[src/rtl/button_debounce_auto_repeat_defines.svh]
// assertion macros shared by the debounce block
`ifndef BUTTON_DEBOUNCE_AUTO_REPEAT_DEFINES_SVH
`define BUTTON_DEBOUNCE_AUTO_REPEAT_DEFINES_SVH

// same-cycle implication
`define BDAR_ASSERT_SAME(label, clk, rst, ante, cons) \
   label: assert property (@(posedge clk) disable iff (rst) (ante) |-> (cons)) \
      else $error("%m: check failed");

// next-cycle implication
`define BDAR_ASSERT_NEXT(label, clk, rst, ante, cons) \
   label: assert property (@(posedge clk) disable iff (rst) (ante) |=> (cons)) \
      else $error("%m: check failed");

`endif

[src/rtl/bdar_pkg.sv]
// types, constants and register map of the debounce block
package bdar_pkg;

   localparam int QUEUE_DEPTH     = 16;
   localparam int BUTTON_COUNT    = 3;
   localparam int BTN_W           = $clog2(BUTTON_COUNT);
   localparam int QCNT_W          = $clog2(QUEUE_DEPTH + 1);
   localparam int QIDX_W          = $clog2(QUEUE_DEPTH);
   localparam int TIMER_W         = 16;
   localparam int RC_W            = 4;
   localparam int TICK_FIFO_DEPTH = 2;
   localparam int TF_PTR_W        = $clog2(TICK_FIFO_DEPTH);
   localparam int TF_CNT_W        = $clog2(TICK_FIFO_DEPTH + 1);
   localparam int ADDR_W          = 5;
   localparam int REG_IDX_W       = 3;
   localparam int DATA_W          = 32;

   localparam logic [TIMER_W-1:0] TIMER_MAX = '1;
   localparam logic [RC_W-1:0]    RC_MAX    = '1;

   // register indexes
   localparam logic [REG_IDX_W-1:0] REG_SETTLE    = 3'd0;
   localparam logic [REG_IDX_W-1:0] REG_DEBOUNCE  = 3'd1;
   localparam logic [REG_IDX_W-1:0] REG_HOLD      = 3'd2;
   localparam logic [REG_IDX_W-1:0] REG_SLOW      = 3'd3;
   localparam logic [REG_IDX_W-1:0] REG_FAST      = 3'd4;
   localparam logic [REG_IDX_W-1:0] REG_ACCEL     = 3'd5;
   localparam logic [REG_IDX_W-1:0] REG_NO_REPEAT = 3'd6;

   // register reset values
   localparam logic [15:0] SETTLE_RST    = 16'd50;
   localparam logic [15:0] DEBOUNCE_RST  = 16'd200;
   localparam logic [15:0] HOLD_RST      = 16'd500;
   localparam logic [15:0] SLOW_RST      = 16'd180;
   localparam logic [15:0] FAST_RST      = 16'd60;
   localparam logic [3:0]  ACCEL_RST     = 4'd6;
   localparam logic [1:0]  NO_REPEAT_RST = 2'd1;

   typedef struct packed {
      logic [15:0] settle_ms;
      logic [15:0] debounce_ms;
      logic [15:0] hold_delay_ms;
      logic [15:0] slow_interval_ms;
      logic [15:0] fast_interval_ms;
      logic [3:0]  accel_steps;
      logic [1:0]  no_repeat_button;
   } cfg_type;

   typedef struct packed {
      logic [BUTTON_COUNT-1:0] levels;
      logic [BUTTON_COUNT-1:0] falling;
   } tick_type;

   typedef enum logic [4:0] {
      PH_IDLE    = 5'b00001,
      PH_SETTLE  = 5'b00010,
      PH_HOLD    = 5'b00100,
      PH_REPEAT  = 5'b01000,
      PH_HOLDOFF = 5'b10000
   } phase_type;

endpackage

[src/rtl/bdar_channel_if.sv]
// valid/ready channel interfaces for tick input and press output
interface bdar_req_if
   import bdar_pkg::*;
();
   logic                    valid;
   logic                    ready;
   logic [BUTTON_COUNT-1:0] pin_levels;

   modport source (output valid, output pin_levels, input ready);
   modport sink (input valid, input pin_levels, output ready);
endinterface

interface bdar_rsp_if
   import bdar_pkg::*;
();
   logic             valid;
   logic             ready;
   logic [BTN_W-1:0] press_button;
   logic             is_repeat;

   modport source (output valid, output press_button, output is_repeat, input ready);
   modport sink (input valid, input press_button, input is_repeat, output ready);
endinterface

[src/rtl/button_debounce_auto_repeat.sv]
// top level: register port, front end, back end and checks
//
//   channel   direction   payload                      transfer when
//   req_ch    in          pin_levels[2:0]              valid && ready
//   rsp_ch    out         press_button[1:0], is_repeat valid && ready
//   apb       in/out      7 registers at 4*i           psel && penable && pwrite
//
// one tick per cycle sustained while rsp_ch does not stall; a tick passes from req_ch to rsp_ch through
// the front tick queue, then the back-end phase update into the result register
// a two-entry tick queue lets req_ch keep taking ticks while a result waits
// synchronous reset clears control state and loads register defaults; no clearing pass
// rsp_ch stall holds the back end, which fills the tick queue and then drops req_ch.ready
`include "button_debounce_auto_repeat_defines.svh"

module button_debounce_auto_repeat
   import bdar_pkg::*;
(
   input  logic              clock,
   input  logic              reset,
   bdar_req_if.sink          req_ch,
   bdar_rsp_if.source        rsp_ch,
   input  logic              psel,
   input  logic              penable,
   input  logic              pwrite,
   input  logic [ADDR_W-1:0] paddr,
   input  logic [DATA_W-1:0] pwdata,
   output logic [DATA_W-1:0] prdata,
   output logic              pready
);

   cfg_type                cfg_ff, cfg_in;
   logic [REG_IDX_W-1:0]   reg_idx;
   logic                   reg_write;
   logic                   tick_valid;
   logic                   tick_ready;
   tick_type               tick_data;

   assign pready    = 1'b1;
   assign reg_idx   = paddr[ADDR_W-1:2];
   assign reg_write = psel && penable && pwrite && pready;

   always_comb begin
      cfg_in = cfg_ff;
      if (reg_write) begin
         unique case (reg_idx)
            REG_SETTLE:    cfg_in.settle_ms        = pwdata[15:0];
            REG_DEBOUNCE:  cfg_in.debounce_ms      = pwdata[15:0];
            REG_HOLD:      cfg_in.hold_delay_ms    = pwdata[15:0];
            REG_SLOW:      cfg_in.slow_interval_ms = pwdata[15:0];
            REG_FAST:      cfg_in.fast_interval_ms = pwdata[15:0];
            REG_ACCEL:     cfg_in.accel_steps      = pwdata[3:0];
            REG_NO_REPEAT: cfg_in.no_repeat_button = pwdata[1:0];
            default:       cfg_in = cfg_ff;
         endcase
      end
   end

   always_comb begin
      unique case (reg_idx)
         REG_SETTLE:    prdata = DATA_W'(cfg_ff.settle_ms);
         REG_DEBOUNCE:  prdata = DATA_W'(cfg_ff.debounce_ms);
         REG_HOLD:      prdata = DATA_W'(cfg_ff.hold_delay_ms);
         REG_SLOW:      prdata = DATA_W'(cfg_ff.slow_interval_ms);
         REG_FAST:      prdata = DATA_W'(cfg_ff.fast_interval_ms);
         REG_ACCEL:     prdata = DATA_W'(cfg_ff.accel_steps);
         REG_NO_REPEAT: prdata = DATA_W'(cfg_ff.no_repeat_button);
         default:       prdata = '0;
      endcase
   end

   always_ff @(posedge clock) begin
      if (reset) begin
         cfg_ff.settle_ms        <= SETTLE_RST;
         cfg_ff.debounce_ms      <= DEBOUNCE_RST;
         cfg_ff.hold_delay_ms    <= HOLD_RST;
         cfg_ff.slow_interval_ms <= SLOW_RST;
         cfg_ff.fast_interval_ms <= FAST_RST;
         cfg_ff.accel_steps      <= ACCEL_RST;
         cfg_ff.no_repeat_button <= NO_REPEAT_RST;
      end else begin
         cfg_ff <= cfg_in;
      end
   end

   bdar_front u_front (
      .clock      (clock),
      .reset      (reset),
      .req        (req_ch),
      .tick_valid (tick_valid),
      .tick_data  (tick_data),
      .tick_ready (tick_ready)
   );

   bdar_back u_back (
      .clock      (clock),
      .reset      (reset),
      .cfg        (cfg_ff),
      .tick_valid (tick_valid),
      .tick_data  (tick_data),
      .tick_ready (tick_ready),
      .rsp        (rsp_ch)
   );

   // a stalled result keeps the back end from taking another tick
   `BDAR_ASSERT_SAME(a_stall_holds_back, clock, reset, rsp_ch.valid && !rsp_ch.ready, !tick_ready)
   // a result only appears after a tick was processed
   `BDAR_ASSERT_SAME(a_rsp_from_tick, clock, reset, $rose(rsp_ch.valid), $past(tick_valid && tick_ready))
   // reported button is always a real one
   `BDAR_ASSERT_SAME(a_button_range, clock, reset, rsp_ch.valid, rsp_ch.press_button < BTN_W'(BUTTON_COUNT))
   // a tick taken while the tick queue was empty is ready for the back end next cycle
   `BDAR_ASSERT_NEXT(a_tick_reaches_back, clock, reset, req_ch.valid && req_ch.ready && !tick_valid, tick_valid)

endmodule

[src/rtl/bdar_front.sv]
// front end: falling-edge detection and short tick queue toward the back end
module bdar_front
   import bdar_pkg::*;
(
   input  logic     clock,
   input  logic     reset,
   bdar_req_if.sink req,
   output logic     tick_valid,
   output tick_type tick_data,
   input  logic     tick_ready
);

   logic [BUTTON_COUNT-1:0] prev_levels_ff, prev_levels_in;
   tick_type                tick_mem_ff [TICK_FIFO_DEPTH];
   logic [TF_PTR_W-1:0]     wr_ptr_ff, wr_ptr_in;
   logic [TF_PTR_W-1:0]     rd_ptr_ff, rd_ptr_in;
   logic [TF_CNT_W-1:0]     fill_ff, fill_in;
   logic                    push;
   logic                    pop;
   tick_type                new_tick;

   assign req.ready  = (fill_ff != TF_CNT_W'(TICK_FIFO_DEPTH));
   assign push       = req.valid && req.ready;
   assign tick_valid = (fill_ff != '0);
   assign tick_data  = tick_mem_ff[rd_ptr_ff];
   assign pop        = tick_valid && tick_ready;

   assign new_tick.levels  = req.pin_levels;
   assign new_tick.falling = prev_levels_ff & ~req.pin_levels;

   always_comb begin
      prev_levels_in = push ? req.pin_levels : prev_levels_ff;
      wr_ptr_in      = push ? wr_ptr_ff + TF_PTR_W'(1) : wr_ptr_ff;
      rd_ptr_in      = pop ? rd_ptr_ff + TF_PTR_W'(1) : rd_ptr_ff;
      fill_in        = fill_ff + TF_CNT_W'(push) - TF_CNT_W'(pop);
   end

   always_ff @(posedge clock) begin
      if (reset) begin
         prev_levels_ff <= '1;
         wr_ptr_ff      <= '0;
         rd_ptr_ff      <= '0;
         fill_ff        <= '0;
      end else begin
         prev_levels_ff <= prev_levels_in;
         wr_ptr_ff      <= wr_ptr_in;
         rd_ptr_ff      <= rd_ptr_in;
         fill_ff        <= fill_in;
      end
   end

   always_ff @(posedge clock) begin
      if (push) begin
         tick_mem_ff[wr_ptr_ff] <= new_tick;
      end
   end

endmodule

[src/rtl/bdar_back.sv]
// back end: edge queue, press timers, phase machine and result register
module bdar_back
   import bdar_pkg::*;
(
   input  logic       clock,
   input  logic       reset,
   input  cfg_type    cfg,
   input  logic       tick_valid,
   input  tick_type   tick_data,
   output logic       tick_ready,
   bdar_rsp_if.source rsp
);

   phase_type           phase_ff, phase_in;
   logic [BTN_W-1:0]    active_ff, active_in;
   logic [TIMER_W-1:0]  timer_ff, timer_in;
   logic [RC_W-1:0]     rc_ff, rc_in;
   logic [TIMER_W-1:0]  since_ff [BUTTON_COUNT];
   logic [TIMER_W-1:0]  since_in [BUTTON_COUNT];
   logic [TIMER_W-1:0]  since_inc [BUTTON_COUNT];
   logic [BTN_W-1:0]    eq_ff [QUEUE_DEPTH];
   logic [BTN_W-1:0]    eq_in [QUEUE_DEPTH];
   logic [QCNT_W-1:0]   cnt_ff, cnt_in;
   logic                rsp_valid_ff, rsp_valid_in;
   logic [BTN_W-1:0]    rsp_btn_ff, rsp_btn_in;
   logic                rsp_rep_ff, rsp_rep_in;

   logic                step;
   logic [BTN_W-1:0]    push_list [BUTTON_COUNT];
   logic [QCNT_W-1:0]   push_n;
   logic [QCNT_W-1:0]   cnt_pushed;
   logic                pop;
   logic [BTN_W-1:0]    head;
   logic [TIMER_W-1:0]  timer_inc;
   logic [TIMER_W-1:0]  wait_len;
   logic                done;
   logic                pin_low;
   logic [TIMER_W-1:0]  since_sel;
   logic                emit;
   logic                emit_rep;

   assign tick_ready       = !rsp_valid_ff || rsp.ready;
   assign step             = tick_valid && tick_ready;
   assign rsp.valid        = rsp_valid_ff;
   assign rsp.press_button = rsp_btn_ff;
   assign rsp.is_repeat    = rsp_rep_ff;

   // falling edges in index order, dropped once the queue is full
   always_comb begin
      push_n = '0;
      for (int b = 0; b < BUTTON_COUNT; b++) begin
         push_list[b] = '0;
      end
      for (int b = 0; b < BUTTON_COUNT; b++) begin
         if (tick_data.falling[b] && (cnt_ff + push_n) < QCNT_W'(QUEUE_DEPTH)) begin
            push_list[push_n[BTN_W-1:0]] = BTN_W'(b);
            push_n = push_n + QCNT_W'(1);
         end
      end
      cnt_pushed = cnt_ff + push_n;
      head       = (cnt_ff != '0) ? eq_ff[0] : push_list[0];
      pop        = (phase_ff == PH_IDLE) && (cnt_pushed != '0);
   end

   // per-button values for the active button
   always_comb begin
      pin_low   = 1'b0;
      since_sel = '0;
      for (int b = 0; b < BUTTON_COUNT; b++) begin
         since_inc[b] = (since_ff[b] == TIMER_MAX) ? since_ff[b] : since_ff[b] + TIMER_W'(1);
         if (active_ff == BTN_W'(b)) begin
            pin_low   = !tick_data.levels[b];
            since_sel = since_inc[b];
         end
      end
   end

   always_comb begin
      timer_inc = (timer_ff == TIMER_MAX) ? timer_ff : timer_ff + TIMER_W'(1);
      unique case (phase_ff)
         PH_SETTLE:  wait_len = cfg.settle_ms;
         PH_HOLD:    wait_len = cfg.hold_delay_ms;
         PH_REPEAT:  wait_len = (rc_ff < cfg.accel_steps) ? cfg.slow_interval_ms
                                                          : cfg.fast_interval_ms;
         PH_HOLDOFF: wait_len = cfg.debounce_ms;
         default:    wait_len = '0;
      endcase
      done = (timer_inc >= wait_len);
   end

   always_comb begin
      logic [QCNT_W-1:0] j;
      logic [QCNT_W-1:0] k;

      phase_in  = phase_ff;
      active_in = active_ff;
      timer_in  = timer_ff;
      rc_in     = rc_ff;
      cnt_in    = cnt_ff;
      emit      = 1'b0;
      emit_rep  = 1'b0;
      j         = '0;
      k         = '0;
      for (int i = 0; i < QUEUE_DEPTH; i++) begin
         eq_in[i] = eq_ff[i];
      end
      for (int b = 0; b < BUTTON_COUNT; b++) begin
         since_in[b] = since_ff[b];
      end

      if (step) begin
         cnt_in = cnt_pushed - QCNT_W'(pop);
         // queue after pushes, shifted by one when the head leaves
         for (int i = 0; i < QUEUE_DEPTH; i++) begin
            j = QCNT_W'(i) + QCNT_W'(pop);
            if (j < cnt_ff) begin
               eq_in[i] = pop ? eq_ff[QIDX_W'((i + 1) % QUEUE_DEPTH)] : eq_ff[QIDX_W'(i)];
            end else begin
               k = j - cnt_ff;
               if (k < QCNT_W'(BUTTON_COUNT)) begin
                  eq_in[i] = push_list[k[BTN_W-1:0]];
               end
            end
         end
         for (int b = 0; b < BUTTON_COUNT; b++) begin
            since_in[b] = since_inc[b];
         end

         unique case (phase_ff)
            PH_IDLE: begin
               if (pop) begin
                  active_in = head;
                  phase_in  = PH_SETTLE;
                  timer_in  = '0;
               end
            end
            PH_SETTLE: begin
               timer_in = timer_inc;
               if (done) begin
                  phase_in = PH_HOLDOFF;
                  timer_in = '0;
                  cnt_in   = '0;
                  if (pin_low && since_sel >= cfg.debounce_ms) begin
                     for (int b = 0; b < BUTTON_COUNT; b++) begin
                        if (active_ff == BTN_W'(b)) begin
                           since_in[b] = '0;
                        end
                     end
                     emit = 1'b1;
                     if (active_ff != cfg.no_repeat_button) begin
                        phase_in = PH_HOLD;
                        rc_in    = '0;
                        cnt_in   = cnt_pushed;
                     end
                  end
               end
            end
            PH_HOLD, PH_REPEAT: begin
               timer_in = timer_inc;
               if (done) begin
                  timer_in = '0;
                  if (pin_low) begin
                     phase_in = PH_REPEAT;
                     rc_in    = (rc_ff == RC_MAX) ? rc_ff : rc_ff + RC_W'(1);
                     emit     = 1'b1;
                     emit_rep = 1'b1;
                  end else begin
                     phase_in = PH_HOLDOFF;
                     cnt_in   = '0;
                  end
               end
            end
            PH_HOLDOFF: begin
               timer_in = timer_inc;
               if (done) begin
                  phase_in = PH_IDLE;
               end
            end
            default: begin
               phase_in = PH_IDLE;
            end
         endcase
      end
   end

   always_comb begin
      rsp_btn_in = rsp_btn_ff;
      rsp_rep_in = rsp_rep_ff;
      if (step) begin
         rsp_valid_in = emit;
         if (emit) begin
            rsp_btn_in = active_ff;
            rsp_rep_in = emit_rep;
         end
      end else if (rsp.ready) begin
         rsp_valid_in = 1'b0;
      end else begin
         rsp_valid_in = rsp_valid_ff;
      end
   end

   always_ff @(posedge clock) begin
      if (reset) begin
         phase_ff     <= PH_IDLE;
         active_ff    <= '0;
         timer_ff     <= '0;
         rc_ff        <= '0;
         cnt_ff       <= '0;
         rsp_valid_ff <= 1'b0;
         for (int b = 0; b < BUTTON_COUNT; b++) begin
            since_ff[b] <= TIMER_MAX;
         end
      end else begin
         phase_ff     <= phase_in;
         active_ff    <= active_in;
         timer_ff     <= timer_in;
         rc_ff        <= rc_in;
         cnt_ff       <= cnt_in;
         rsp_valid_ff <= rsp_valid_in;
         for (int b = 0; b < BUTTON_COUNT; b++) begin
            since_ff[b] <= since_in[b];
         end
      end
   end

   // queue entries and result payload carry no reset
   always_ff @(posedge clock) begin
      rsp_btn_ff <= rsp_btn_in;
      rsp_rep_ff <= rsp_rep_in;
      for (int i = 0; i < QUEUE_DEPTH; i++) begin
         eq_ff[i] <= eq_in[i];
      end
   end

endmodule

[src/flat_wrapper.sv]
// flat-port wrapper written by rule: the top's interface ports become plain ports
module button_debounce_auto_repeat_flat import bdar_pkg::*;
  (clock, reset, psel, penable, pwrite, paddr, pwdata, prdata, pready, req_ch_valid, req_ch_pin_levels, req_ch_ready, rsp_ch_valid, rsp_ch_press_button, rsp_ch_is_repeat, rsp_ch_ready);
  bdar_req_if req_ch_i ();
  bdar_rsp_if rsp_ch_i ();
  input  logic clock;
  input  logic reset;
  input  logic psel;
  input  logic penable;
  input  logic pwrite;
  input  logic [ADDR_W-1:0] paddr;
  input  logic [DATA_W-1:0] pwdata;
  output logic [DATA_W-1:0] prdata;
  output logic pready;
  input wire logic [$bits(req_ch_i.valid)-1:0] req_ch_valid;
  input wire logic [$bits(req_ch_i.pin_levels)-1:0] req_ch_pin_levels;
  output wire logic [$bits(req_ch_i.ready)-1:0] req_ch_ready;
  output wire logic [$bits(rsp_ch_i.valid)-1:0] rsp_ch_valid;
  output wire logic [$bits(rsp_ch_i.press_button)-1:0] rsp_ch_press_button;
  output wire logic [$bits(rsp_ch_i.is_repeat)-1:0] rsp_ch_is_repeat;
  input wire logic [$bits(rsp_ch_i.ready)-1:0] rsp_ch_ready;
  assign req_ch_i.valid = req_ch_valid;
  assign req_ch_i.pin_levels = req_ch_pin_levels;
  assign req_ch_ready = req_ch_i.ready;
  assign rsp_ch_valid = rsp_ch_i.valid;
  assign rsp_ch_press_button = rsp_ch_i.press_button;
  assign rsp_ch_is_repeat = rsp_ch_i.is_repeat;
  assign rsp_ch_i.ready = rsp_ch_ready;
  button_debounce_auto_repeat u_core (.clock(clock), .reset(reset), .req_ch(req_ch_i), .rsp_ch(rsp_ch_i), .psel(psel), .penable(penable), .pwrite(pwrite), .paddr(paddr), .pwdata(pwdata), .prdata(prdata), .pready(pready));
endmodule
[config.mk]
export PLATFORM = sky130hd
export DESIGN_NAME = button_debounce_auto_repeat_flat
export DESIGN_NICKNAME = d
export VERILOG_FILES = /design/src/rtl/bdar_pkg.sv /design/src/rtl/bdar_channel_if.sv /design/src/rtl/button_debounce_auto_repeat.sv /design/src/rtl/bdar_front.sv /design/src/rtl/bdar_back.sv /design/src/flat_wrapper.sv
export VERILOG_INCLUDE_DIRS = /design/src /design/src/rtl
export SDC_FILE = /design/constraint.sdc
export NUM_CORES = 1
export LEC_CHECK = 0
export BUFFER_PORTS_ARGS = -buffer_cell sky130_fd_sc_hd__buf_4
export CAP_MARGIN = 20
export CORE_MARGIN = 2
export CORE_UTILIZATION = 67
export DETAILED_ROUTE_END_ITERATION = 10
export PLACE_DENSITY = 0.87
export SLEW_MARGIN = 30
export SYNTH_ARGS = -nofsm -noshare
export SYNTH_HDL_FRONTEND = slang
export SYNTH_SLANG_ARGS = --single-unit
[constraint.sdc]
create_clock -name clock -period 16.4 [get_ports clock]
set_input_delay 4.92 -clock clock [delete_from_list [all_inputs] [get_ports clock]]
set_output_delay 4.92 -clock clock [all_outputs]
set_load 0.05 [all_outputs]
# Word level (Yosys, flattened, before mapping)
# Memory sizes are Yosys's and may differ from the RTL's. A register that Yosys moved wholly into a read port is not among the register bits.
# Cells that the tools add are included.
[op_classes] n_eq_ne=58 magnitude_cmp=58 reduce_logical=53 n_bitwise=26 mux=169 addsub=46
[ops] op="16-bit two-way mux" count=16
[ops] op="48-bit two-way mux" count=4
[ops] op="2-bit two-way mux" count=83
[ops] op="16-bit case mux with 7 select lines" count=1
[ops] op="5-bit by 2-bit < comparator with 1-bit output (second input constant)" count=16
[ops] op="5-bit two-way mux" count=15
[ops] op="16-bit by 1-bit adder with 16-bit output (second input constant)" count=4
[ops] op="2-bit binary-select mux with 2-bit select" count=16
[ops] op="16-bit == test (second input constant)" count=4
[ops] op="16-bit case mux with 4 select lines" count=1
[ops] op="3-bit greater-or-equal comparator (second input constant)" count=18
[ops] op="2-bit NOT with 3-bit output" count=18
[ops] op="16-bit case mux with 3 select lines" count=1
[ops] op="2-bit AND reduction" count=23
[ops] op="3-bit != test (second input constant)" count=15
[ops] op="4-bit by 1-bit adder with 5-bit output (first input constant)" count=8
[ops] op="5-bit < comparator" count=8
[ops] op="5-bit subtractor" count=8
[ops] op="16-bit greater-or-equal comparator" count=2
[ops] op="32-bit two-way mux" count=1
[ops] op="4-bit two-way mux" count=6
[ops] op="4-bit by 5-bit < comparator with 1-bit output" count=4
[ops] op="5-bit case mux with 4 select lines" count=1
[ops] op="4-bit by 5-bit subtractor with 5-bit output" count=4
[ops] op="other kinds (56)" count=133
[word_totals] n_memories=3 reg_bits=129 ramBits=92 output_inout_bits=38
[mem_list] name="u_core.u_back.since_ff" words=3 width=16 read_ports=3 rd_ports_with_merged_regs=0 wr=3 line="bdar_back.sv:18" source="logic [TIMER_W-1:0] since_ff [BUTTON_COUNT];"
[mem_list] name="u_core.u_back.eq_ff" words=16 width=2 read_ports=16 rd_ports_with_merged_regs=0 wr=16 line="bdar_back.sv:21" source="logic [BTN_W-1:0] eq_ff [QUEUE_DEPTH];"
[mem_list] name="u_core.u_front.tick_mem_ff" words=2 width=6 read_ports=1 rd_ports_with_merged_regs=1 wr=1 line="bdar_front.sv:14" source="tick_type tick_mem_ff [TICK_FIFO_DEPTH];"

# Logic depth before layout (Yosys ltp)
# Gate-level depths: netlist of run 1.
[depth] word_depth=23 ltp_mapped=30

# Hierarchy
# From an unflattened synthesis of run 1, not the netlist that was laid out.
[hier_totals] hier_cells=1681 hier_area_um2=14395.1
[by_module_without_submodules] mod="bdar_back" area_per_inst_um2=9466.6 cells_each=1136 instances=1 seq_area_each_um2=2672.6
[by_module_without_submodules] mod="button_debounce_auto_repeat" area_per_inst_um2=4131.5 cells_each=488 instances=1 seq_area_each_um2=1721.7
[by_module_without_submodules] mod="bdar_front" area_per_inst_um2=797.0 cells_each=57 instances=1 seq_area_each_um2=520.5

# Worst setup path after synthesis of run 1
# Ideal clock, no wire load.
[synth_timing] path_type="input -> output" startpoint="in paddr[2]" endpoint="out prdata[1]" required_time_ns=11.480 path_stages=4 arrival_ns=6.707 setup_slack_ns=4.773 cell_sequence="clkbuf_1 buf_1 a22oi_1 o21ai_0"
[synth_via] elab_chain_cells=2 word_cells_on_any_way=8 classes_between="eq/ne (6); mux (1); reduce/logical (1)"
[synth_lines] element="start, declared" line="flat_wrapper.sv:11" source="input logic [ADDR_W-1:0] paddr;"
[synth_lines] element="3-bit == test (tied with other cells)" line="button_debounce_auto_repeat.sv:59" source="unique case (reg_idx)"
[synth_lines] element="16-bit case mux with 7 select lines *" line="button_debounce_auto_repeat.sv:59"
[synth_lines] element="end, declared" line="flat_wrapper.sv:13" source="output logic [DATA_W-1:0] prdata;"
# Mark *: on every way between the ends. The rest lies on a longest branch, timed or not.

# Final worst setup path of run 1
[layout_timing] startpoint="in paddr[3]" endpoint="out prdata[0]"
# The elaborated chain is that of the path after synthesis.

==> metrics.md, run 1 <==
| Metric | Value |
|---|---|
| Outcome | `finished clean` |
| Sw frac | `47.2%` |
| Crit end category | `output port` |
| Initial antenna violation count | `0` |
| Chip width | `149 um` |
| Slew Limit Fails | `0` |
| DR vias | `13,200` |
| Mapped cell area | `14,100 um2` |
| Synth top area share | `24.8%` |
| Full die area | `22,300 um2` |
| TritonRoute pass-1 iters | `9` |
| Yosys reg bits | `222` |
| Post-Syn Instances | `1,723` |
| First-pass GRT wire length | `61.5 mm` |
| Crit path launch type | `input port` |
| Final setup vio count | `0` |
| Commonest cells post-synth | `nand2_1 (269), dfxtp_1 (175), a21oi_1 (164)` |
| Num CTS Buffers | `25` |
| Final worst path period share | `69.9%` |
| Net Sw Power | `1.66 mW` |
| P&R area growth vs syn | `7.61%` |
| TNS Setup | `0 ns` |
| FP Rows | `53` |
| Fillers | `1,579` |
| Combinational share of power | `59.6%` |
| Hold/Removal Path Class | `flop to flop` |
| Class of the most critical setup path | `input port to output port` |
| Final core utilization | `73.0%` |
| Worst-path fanout max | `22` |
| GP Congestion | `0.938` |
| Synth Area in Compound Gates | `21.3%` |
| Top FF cell, synth | `dfxtp_1` |
| Sequential Area | `4910 um2` |
| Largest family of logic cells by synthesized area | `simple AND/OR/NAND/NOR gates` |
| Multi-input logic area | `8490 um2` |
| DRC violations left | `0` |
| Vias in the first global route | `12,400` |
| DP HPWL | `26.2 mm` |
| Synth area leader | `dfxtp_1` |
| IO Port Bufs | `49` |
| Multiplexer area fraction after synthesis | `6.57%` |
| Unrepaired setup endpoints after global routing | `no` |
| Worst skew pair latency | `0.53 ns` |
| Simple-gate share of the synthesized area | `22.0%` |
| Post-synthesis sequential area ratio | `34.8%` |
| Routed WL | `38.4 mm` |
| Pwr Density | `232 nW/um2` |
| CP Data Required Time | `11.48 ns` |
| Core area | `20,800 um2` |
| Max Buffers Root-to-Sink | `3` |
| Max Freq | `0.0872 GHz` |
| Die Span Y | `149 um` |
| Via density per instance | `6.61` |
| XOR/XNOR share of the synthesized area | `3.60%` |
| Netlist cell types | `88` |
| Starting DRT DRC Count | `1,628` |
| Total number of yosys warnings | `0` |
| Final worst slack | `4.93 ns` |
| Syn Area/Cell | `8.20 um2` |
| Num ports | `85` |
| WL/cell | `19.3 um` |
| Nets | `1,814` |
| CTS tree | `yes` |
| GRT overflow | `0` |
| Min Tclk post-route | `11.47 ns` |
| Leak | `5.96 nW` |
| Initial Utilization | `67.8%` |
| Post-synth EDFFs | `47` |
| Final count of hold timing violations | `0` |
| Worst-margin pin slew | `1.01 ns` |
| Clock Sinks | `222` |
| Max_slew headroom | `32.5%` |
| PnR Total Power | `3.52 mW` |
| Layout cells sized above 1 | `9.13%` |
| Clock transition at path regs | `0.06 ns` |
| Htree depth | `1` |
| Async SR Flop Fraction | `0%` |
| Adder-cell share of the synthesized area | `6.01%` |
| Largest net degree at the start of global routing | `88` |
| Max IR drop VDD | `0.000147 V` |
| Antenna viol nets, final | `0` |
| Clock root buffer | `clkbuf_16` |
| Post CTS Setup Buffer Count | `0` |
| Inserted Diodes | `0` |
| All-Layer GR Usage | `33.9%` |
| CP arrival | `6.55 ns` |
| Pint | `1.86 mW` |
| Max-Cap Viols | `0` |
| Count leader, synth | `nand2_1` |
| Worst Hold Margin | `0.466 ns` |
| Pre-CTS setup slack | `5.00 ns` |
| Synth top area cells | `dfxtp_1 (25%), edfxtp_1 (10%), nand2_1 (7.1%), a21oi_1 (5.8%), ha_1 (5.6%)` |
| Layout Skew | `0.0202 ns` |
| Sequential share of power | `25.0%` |
| Clock power frac | `15.4%` |
| PostCTS Resize Cnt | `0` |
| Hold-fix buffers at CTS | `0` |
==> per-layer routing <==
| layer | GRT usage [%] | share of wire (%) | vias to the layer above |
|---|---|---|---|
| li1 | - | - | 6184 |
| met5 | 0 | 0 | - |
| met3 | 4.74 | 8.2 | 142 |
| met1 | 44.0 | 40 | 6193 |
| met2 | 55.3 | 47 | 673 |
| met4 | 17.2 | 5.3 | 0 |
==> flip-flops by register name (all words and copies together) (netlist names), named ones only <==
signal	cells
u_core.u_front.tick_mem_ff	12
u_core.u_back.eq_ff	32
u_core.u_back.active_ff	2
u_core.u_back.rsp.is_repeat	1
u_core.u_front.rd_ptr_ff	1
u_core.u_back.phase_ff	5
u_core.cfg_ff	86
u_core.u_front.prev_levels_ff	3
u_core.u_front.fill_ff	2
u_core.u_back.rsp.press_button	2
u_core.u_back.cnt_ff	5
u_core.u_back.rsp.valid	1
u_core.u_back.timer_ff	16
u_core.u_back.since_ff	48
u_core.u_back.rc_ff	4
u_core.u_front.wr_ptr_ff	1
==> placed cells by master, fill, tap and decap left out, types with 19 or more instances in the layout <==
| cell type | instances |
|---|---|
| xor2_1 | 19 |
| a31oi_1 | 19 |
| mux2_2 | 30 |
| edfxtp_1 | 47 |
| o21ai_0 | 63 |
| nor2_1 | 103 |
| nor3_1 | 22 |
| o31ai_1 | 22 |
| a21oi_1 | 164 |
| buf_4 | 59 |
| nand3_1 | 84 |
| xnor2_1 | 39 |
| nor2b_1 | 21 |
| nand4_1 | 23 |
| and3_1 | 29 |
| o21a_1 | 22 |
| a22oi_1 | 20 |
| ha_1 | 63 |
| nand2_1 | 269 |
| mux2i_1 | 59 |
| dfxtp_1 | 175 |
| clkbuf_16 | 25 |
| inv_1 | 57 |
==> power by group through the flow <==
stage,sequential (mW),clock (mW),combinational [mW]
global placement,0.876,0,1.97
floorplan,0.806,0,1.66
CTS,0.873,0.545,2.06
finish,0.879,0.544,2.10
detailed placement,0.883,0,2.04
global route,0.896,0.567,2.32
==> cell families after synthesis <==
| family | count (synthesis) |
|---|---|
| multiplexers | 89 |
| XOR/XNOR | 58 |
| AND/OR/NAND/NOR | 645 |
| flip-flops | 222 |
| buffers and inverters | 183 |
| other | 2 |
| adder cells (fa/ha/maj) | 66 |
| AO/OA/AOI/OAI | 458 |
==> per-stage QoR <==
stage | cell area (um2) | std cells
global placement | 14400 | 1949
detailed placement | 14400 | 1949
floorplan | 14200 | 1738
finish | 15200 | 1995
global route | 15200 | 1995
CTS | 15200 | 1995
==> area by class of cell <==
class                      count  share of cell area, %
multi-input combinational   1333                   55.9
sequential                   222                   32.3
clock buffer                  39                   4.73
timing repair buffer          59                   2.91
tap                          275                   2.26
inverter                      60                   1.48
clock inverter                 7                  0.412
==> critical path: stages <==
cell and delay (ns):
buf_4 0.23, nor2b_2 0.61, a22oi_1 0.18, nand2_1 0.10, o21ai_0 0.07, o21ai_0 0.17, buf_4 0.27
==> path summary, 6_finish.rpt <==
| check | endpoint | from | depth (start not counted) | slack [ns] |
|---|---|---|---|---|
| hold / removal | u_core.u_front.prev_levels_ff[0] | u_core.u_front.prev_levels_ff[0] | 2 | 0.47 |
| setup / recovery | prdata[0] | paddr[3] | 7 | 4.93 |
| hold reg to reg | u_core.u_front.prev_levels_ff[0] | u_core.u_front.prev_levels_ff[0] | 2 | 0.47 |
| setup reg to reg | u_core.u_back.eq_ff[0][15] | flop | 22 | 9.36 |
Note: power is estimated with default switching activity, not from simulation.
==> inputs of run 2 (changes only) <==
Settings changed: ABC_AREA set to 1, CORE_UTILIZATION 67 to 56, PLACE_DENSITY 0.87 to 0.77.
Clock period 16.4 ns to 9.9 ns, I/O delays scaled along.
==> run 2 against run 1 <==
Net effect:
- count of clock-buffer cells in the layout shrank 8
- worst setup slack got worse by 2.7 ns
- utilization down 10 points
- critical endpoint is now prdata[2]
- sequential share of layout area about the same
- largest power group unchanged
- non-clock buffer count fell by 2
- global-route usage fell by 3.6 points
==> metrics.md, run 2 <==
| Metric | Value |
|---|---|
| Num CTS Buffers | `25 (unchanged)` |
| Hold/Removal Path Class | `flop to flop` |
| Commonest non-fill, non-tap cell in the layout | `nand2_1` |
| Min-delay src | `u_core.u_front.rd_ptr_ff` |
| Clock transition at path regs | `0.06 ns (about the same)` |
| Count leader, synth | `nand2_1` |
| Crit end category | `output port` |
| GP Congestion | `0.978 (+4.2%)` |
| Worst reg-to-reg path cell count | `31 (+41%)` |
| DRC violations left | `0 (unchanged)` |
| Post-Syn Instances | `2,013 (+17%)` |
| Post CTS Setup Buffer Count | `0 (unchanged)` |
| Top layer reached by signal wires | `met4` |
| Synth top area cells | `dfxtp_1 (25%), nand2_1 (11%), edfxtp_1 (10%), a21oi_1 (7.0%), inv_1 (6.5%)` |
| Reg2reg setup slack | `3.21 ns (-6.15 ns)` |
| Synth area leader | `dfxtp_1` |
| Final worst path period share | `77.7%` |
| Worst r2r src | `u_core.u_back.cnt_ff[3]` |
| Core area | `24,300 um2 (+17%)` |
| Sw frac | `47.6% (+0.41 points)` |
| Largest net degree at the start of global routing | `59 (-33%)` |
| Routed met3 length | `3.57 mm (+13%)` |
| Full die area | `26,000 um2 (+17%)` |
| Post-synth EDFFs | `47 (unchanged)` |
| Via density per instance | `5.88 (-11%)` |
| Starting DRT DRC Count | `1,680 (+3.2%)` |
| Fillers | `2,192 (+39%)` |
| Syn Area/Cell | `6.88 um2 (-16%)` |
| Die Span Y | `161 um (+8.1%)` |
| Outcome | `finished clean` |
| Combinational share of power | `53.5% (-6.1 points)` |
| Async SR Flop Fraction | `0% (unchanged)` |
| Final worst slack | `2.21 ns (-2.72 ns)` |
| Final count of hold timing violations | `0 (unchanged)` |
| Pint | `2.64 mW (+42%)` |
| Max_slew headroom | `32.9% (+0.38 points)` |
| Layout Skew | `0.0127 ns (-0.00755 ns)` |
| Top FF cell, synth | `dfxtp_1` |
| Initial Utilization | `56.9% (-11 points)` |
| Slew Limit Fails | `0 (unchanged)` |
| Unrepaired setup endpoints after global routing | `no` |
| Worst skew pair latency | `0.53 ns (about the same)` |
| Final core utilization | `62.6% (-10 points)` |
| Max FFs per register | `86 (unchanged)` |
| Final setup vio count | `0 (unchanged)` |
| Post-synthesis sequential area ratio | `35.5% (+0.70 points)` |
| Class of the most critical setup path | `input port to output port` |
| WHS Path Cells | `1 (-1)` |
| GRT overflow | `0 (unchanged)` |
| Min Tclk post-route | `7.69 ns` |
| Initial antenna violation count | `0 (unchanged)` |
| Sequential share of power | `27.2% (+2.2 points)` |
| Routed wl met2 | `18.6 mm (+4.3%)` |
| Worst Hold Margin | `0.460 ns (-0.00642 ns)` |
| Most frequent cells in the layout | `nand2_1 (414), inv_1 (238), nor2_1 (201), a21oi_1 (192), dfxtp_1 (175)` |
| Largest regs | `u_core.cfg_ff (86), u_core.u_back.since_ff (48), u_core.u_back.eq_ff (32)` |
| Yosys reg bits | `222 (unchanged)` |
| TNS Setup | `0 ns (unchanged)` |
| CP arrival | `4.72 ns (-1.83 ns)` |
| CP Data Required Time | `6.93 ns (-4.55 ns)` |
| Commonest cells post-synth | `nand2_1 (415), inv_1 (239), nor2_1 (201)` |
| TritonRoute pass-1 iters | `8 (-1)` |
| Vias in the first global route | `12,500 (+0.77%)` |
| Synth top area share | `25.3% (+0.50 points)` |
| DR vias | `13,900 (+5.6%)` |
| Leak | `6.90 nW (+16%)` |
| Worst-margin pin slew | `1.00 ns (-0.00847 ns)` |
| Antenna viol nets, final | `0 (unchanged)` |
| WL/cell | `17.1 um (-11%)` |
| FF-to-FF End | `u_core.u_back.eq_ff[0][2]` |
| Htree depth | `1 (unchanged)` |
| Max-Cap Viols | `0 (unchanged)` |
| DP HPWL | `28.9 mm (+10%)` |
| Max IR drop VDD | `0.000199 V (+35%)` |
| Mapped cell area | `13,800 um2 (-2.0%)` |
| Max Buffers Root-to-Sink | `3 (unchanged)` |
| Clock Sinks | `222 (unchanged)` |
| Netlist cell types | `51 (-42%)` |
| Total number of yosys warnings | `0 (unchanged)` |
| FP Rows | `57 (+7.5%)` |
| Net Sw Power | `2.40 mW (+45%)` |
| Hold-fix buffers at CTS | `0 (unchanged)` |
| P&R area growth vs syn | `9.93%` |
| PostCTS Resize Cnt | `0 (unchanged)` |
| All-Layer GR Usage | `30.3% (-3.6 points)` |
| Worst-path fanout max | `13 (-41%)` |
| Pre-CTS setup slack | `2.35 ns (-2.65 ns)` |
| Pwr Density | `332 nW/um2 (+43%)` |
| CTS tree | `yes` |
| Inserted Diodes | `0 (unchanged)` |
| Chip width | `161 um (+8.1%)` |
| Num ports | `85 (unchanged)` |
| Nets | `2,142 (+18%)` |
| First-pass GRT wire length | `64.2 mm (+4.4%)` |
| Routed WL | `40.6 mm (+5.8%)` |
| Metal-1 WL | `17.2 mm (+12%)` |
| Max Freq | `0.130 GHz` |
| Layout cells sized above 1 | `6.99% (-2.1 points)` |
| Clock root buffer | `clkbuf_16` |
| Clock power frac | `19.3% (+3.9 points)` |
| IO Port Bufs | `49 (unchanged)` |
| Largest reg by FF count | `u_core.cfg_ff` |
| Crit path launch type | `input port` |
[run 2: cell count changes after synthesis, moves of 26 or more]
cell | previous run | this run
inv_1 | 57 | 239
o21ai_0 | 63 | 173
mux2i_1 | 59 | 0
nand3_1 | 84 | 165
a21oi_1 | 164 | 193
and3_1 | 29 | 0
xnor2_1 | 39 | 13
nand2_1 | 269 | 415
clkbuf_1 | 82 | 55
mux2_2 | 30 | 0
nor2_1 | 103 | 201
[run 2: how the worst max path moves through the flow]
| stage | end | cells past startpoint | startpoint |
|---|---|---|---|
| 2_1_floorplan | prdata[10] | 5 | paddr[2] |
| 4_1_cts | prdata[2] | 9 | paddr[2] |
| 5_1_grt | prdata[2] | 9 | paddr[3] |
| 6_report | prdata[2] | 9 | paddr[3] |
| 3_3_place_gp | prdata[5] | 6 | paddr[3] |
| 3_5_place_dp | prdata[2] | 9 | paddr[2] |
[run 2: cell families (layout without fill, tap and decap cells)]
kind of cell             Yosys count  in the layout  synth area share (%)
adder cells (fa/ha/maj)           66             66                  6.13
AND/OR/NAND/NOR                  889            889                  27.5
XOR/XNOR                          44             44                  2.78
other                              2             17                0.0543
buffers and inverters            333            351                  9.63
flip-flops                       222            222                  35.5
AO/OA/AOI/OAI                    457            457                  18.4
[run 2: area by class of cell]
type / instances / area, um2 / area share (%)
multi-input combinational: 1473 / 7670 / 50.4
sequential: 222 / 4910 / 32.3
inverter: 250 / 938 / 6.17
clock buffer: 31 / 711 / 4.67
timing repair buffer: 57 / 428 / 2.81
tap: 324 / 405 / 2.66
clock inverter: 13 / 149 / 0.978
[run 2: critical path, stage by stage]
cell	delay, ns
buf_4	0.10
nor2_1	0.05
nand2_1	0.43
inv_1	0.23
nand2_1	0.11
o221ai_1	0.14
a221oi_1	0.24
o21ai_0	0.20
buf_4	0.25
[run 2: metrics by stage]
| step | power, mW | cells | instance area, um2 |
|---|---|---|---|
| 2_1_floorplan | 3.33 | 2028 | 13900 |
| 4_1_cts | 4.99 | 2370 | 15200 |
| 3_3_place_gp | 3.92 | 2326 | 14400 |
| 3_5_place_dp | 4.01 | 2326 | 14400 |
| 5_1_grt | 5.43 | 2370 | 15200 |
| 6_report | 5.05 | 2370 | 15200 |
[run 2: power groups by stage]
stage	combinational (mW)	clock, mW	sequential, mW
after floorplan	2.02	0	1.32
after global placement	2.54	0	1.38
after detailed placement	2.62	0	1.39
after CTS	2.64	0.977	1.37
after global routing	3.02	1.01	1.39
final	2.70	0.972	1.37
[run 2: metal layers]
layer	vias to the layer above	global-route usage (%)
met5	-	0
met2	688	49.9
met1	6399	41.5
met3	102	4.03
met4	0	9.54
li1	6737	-
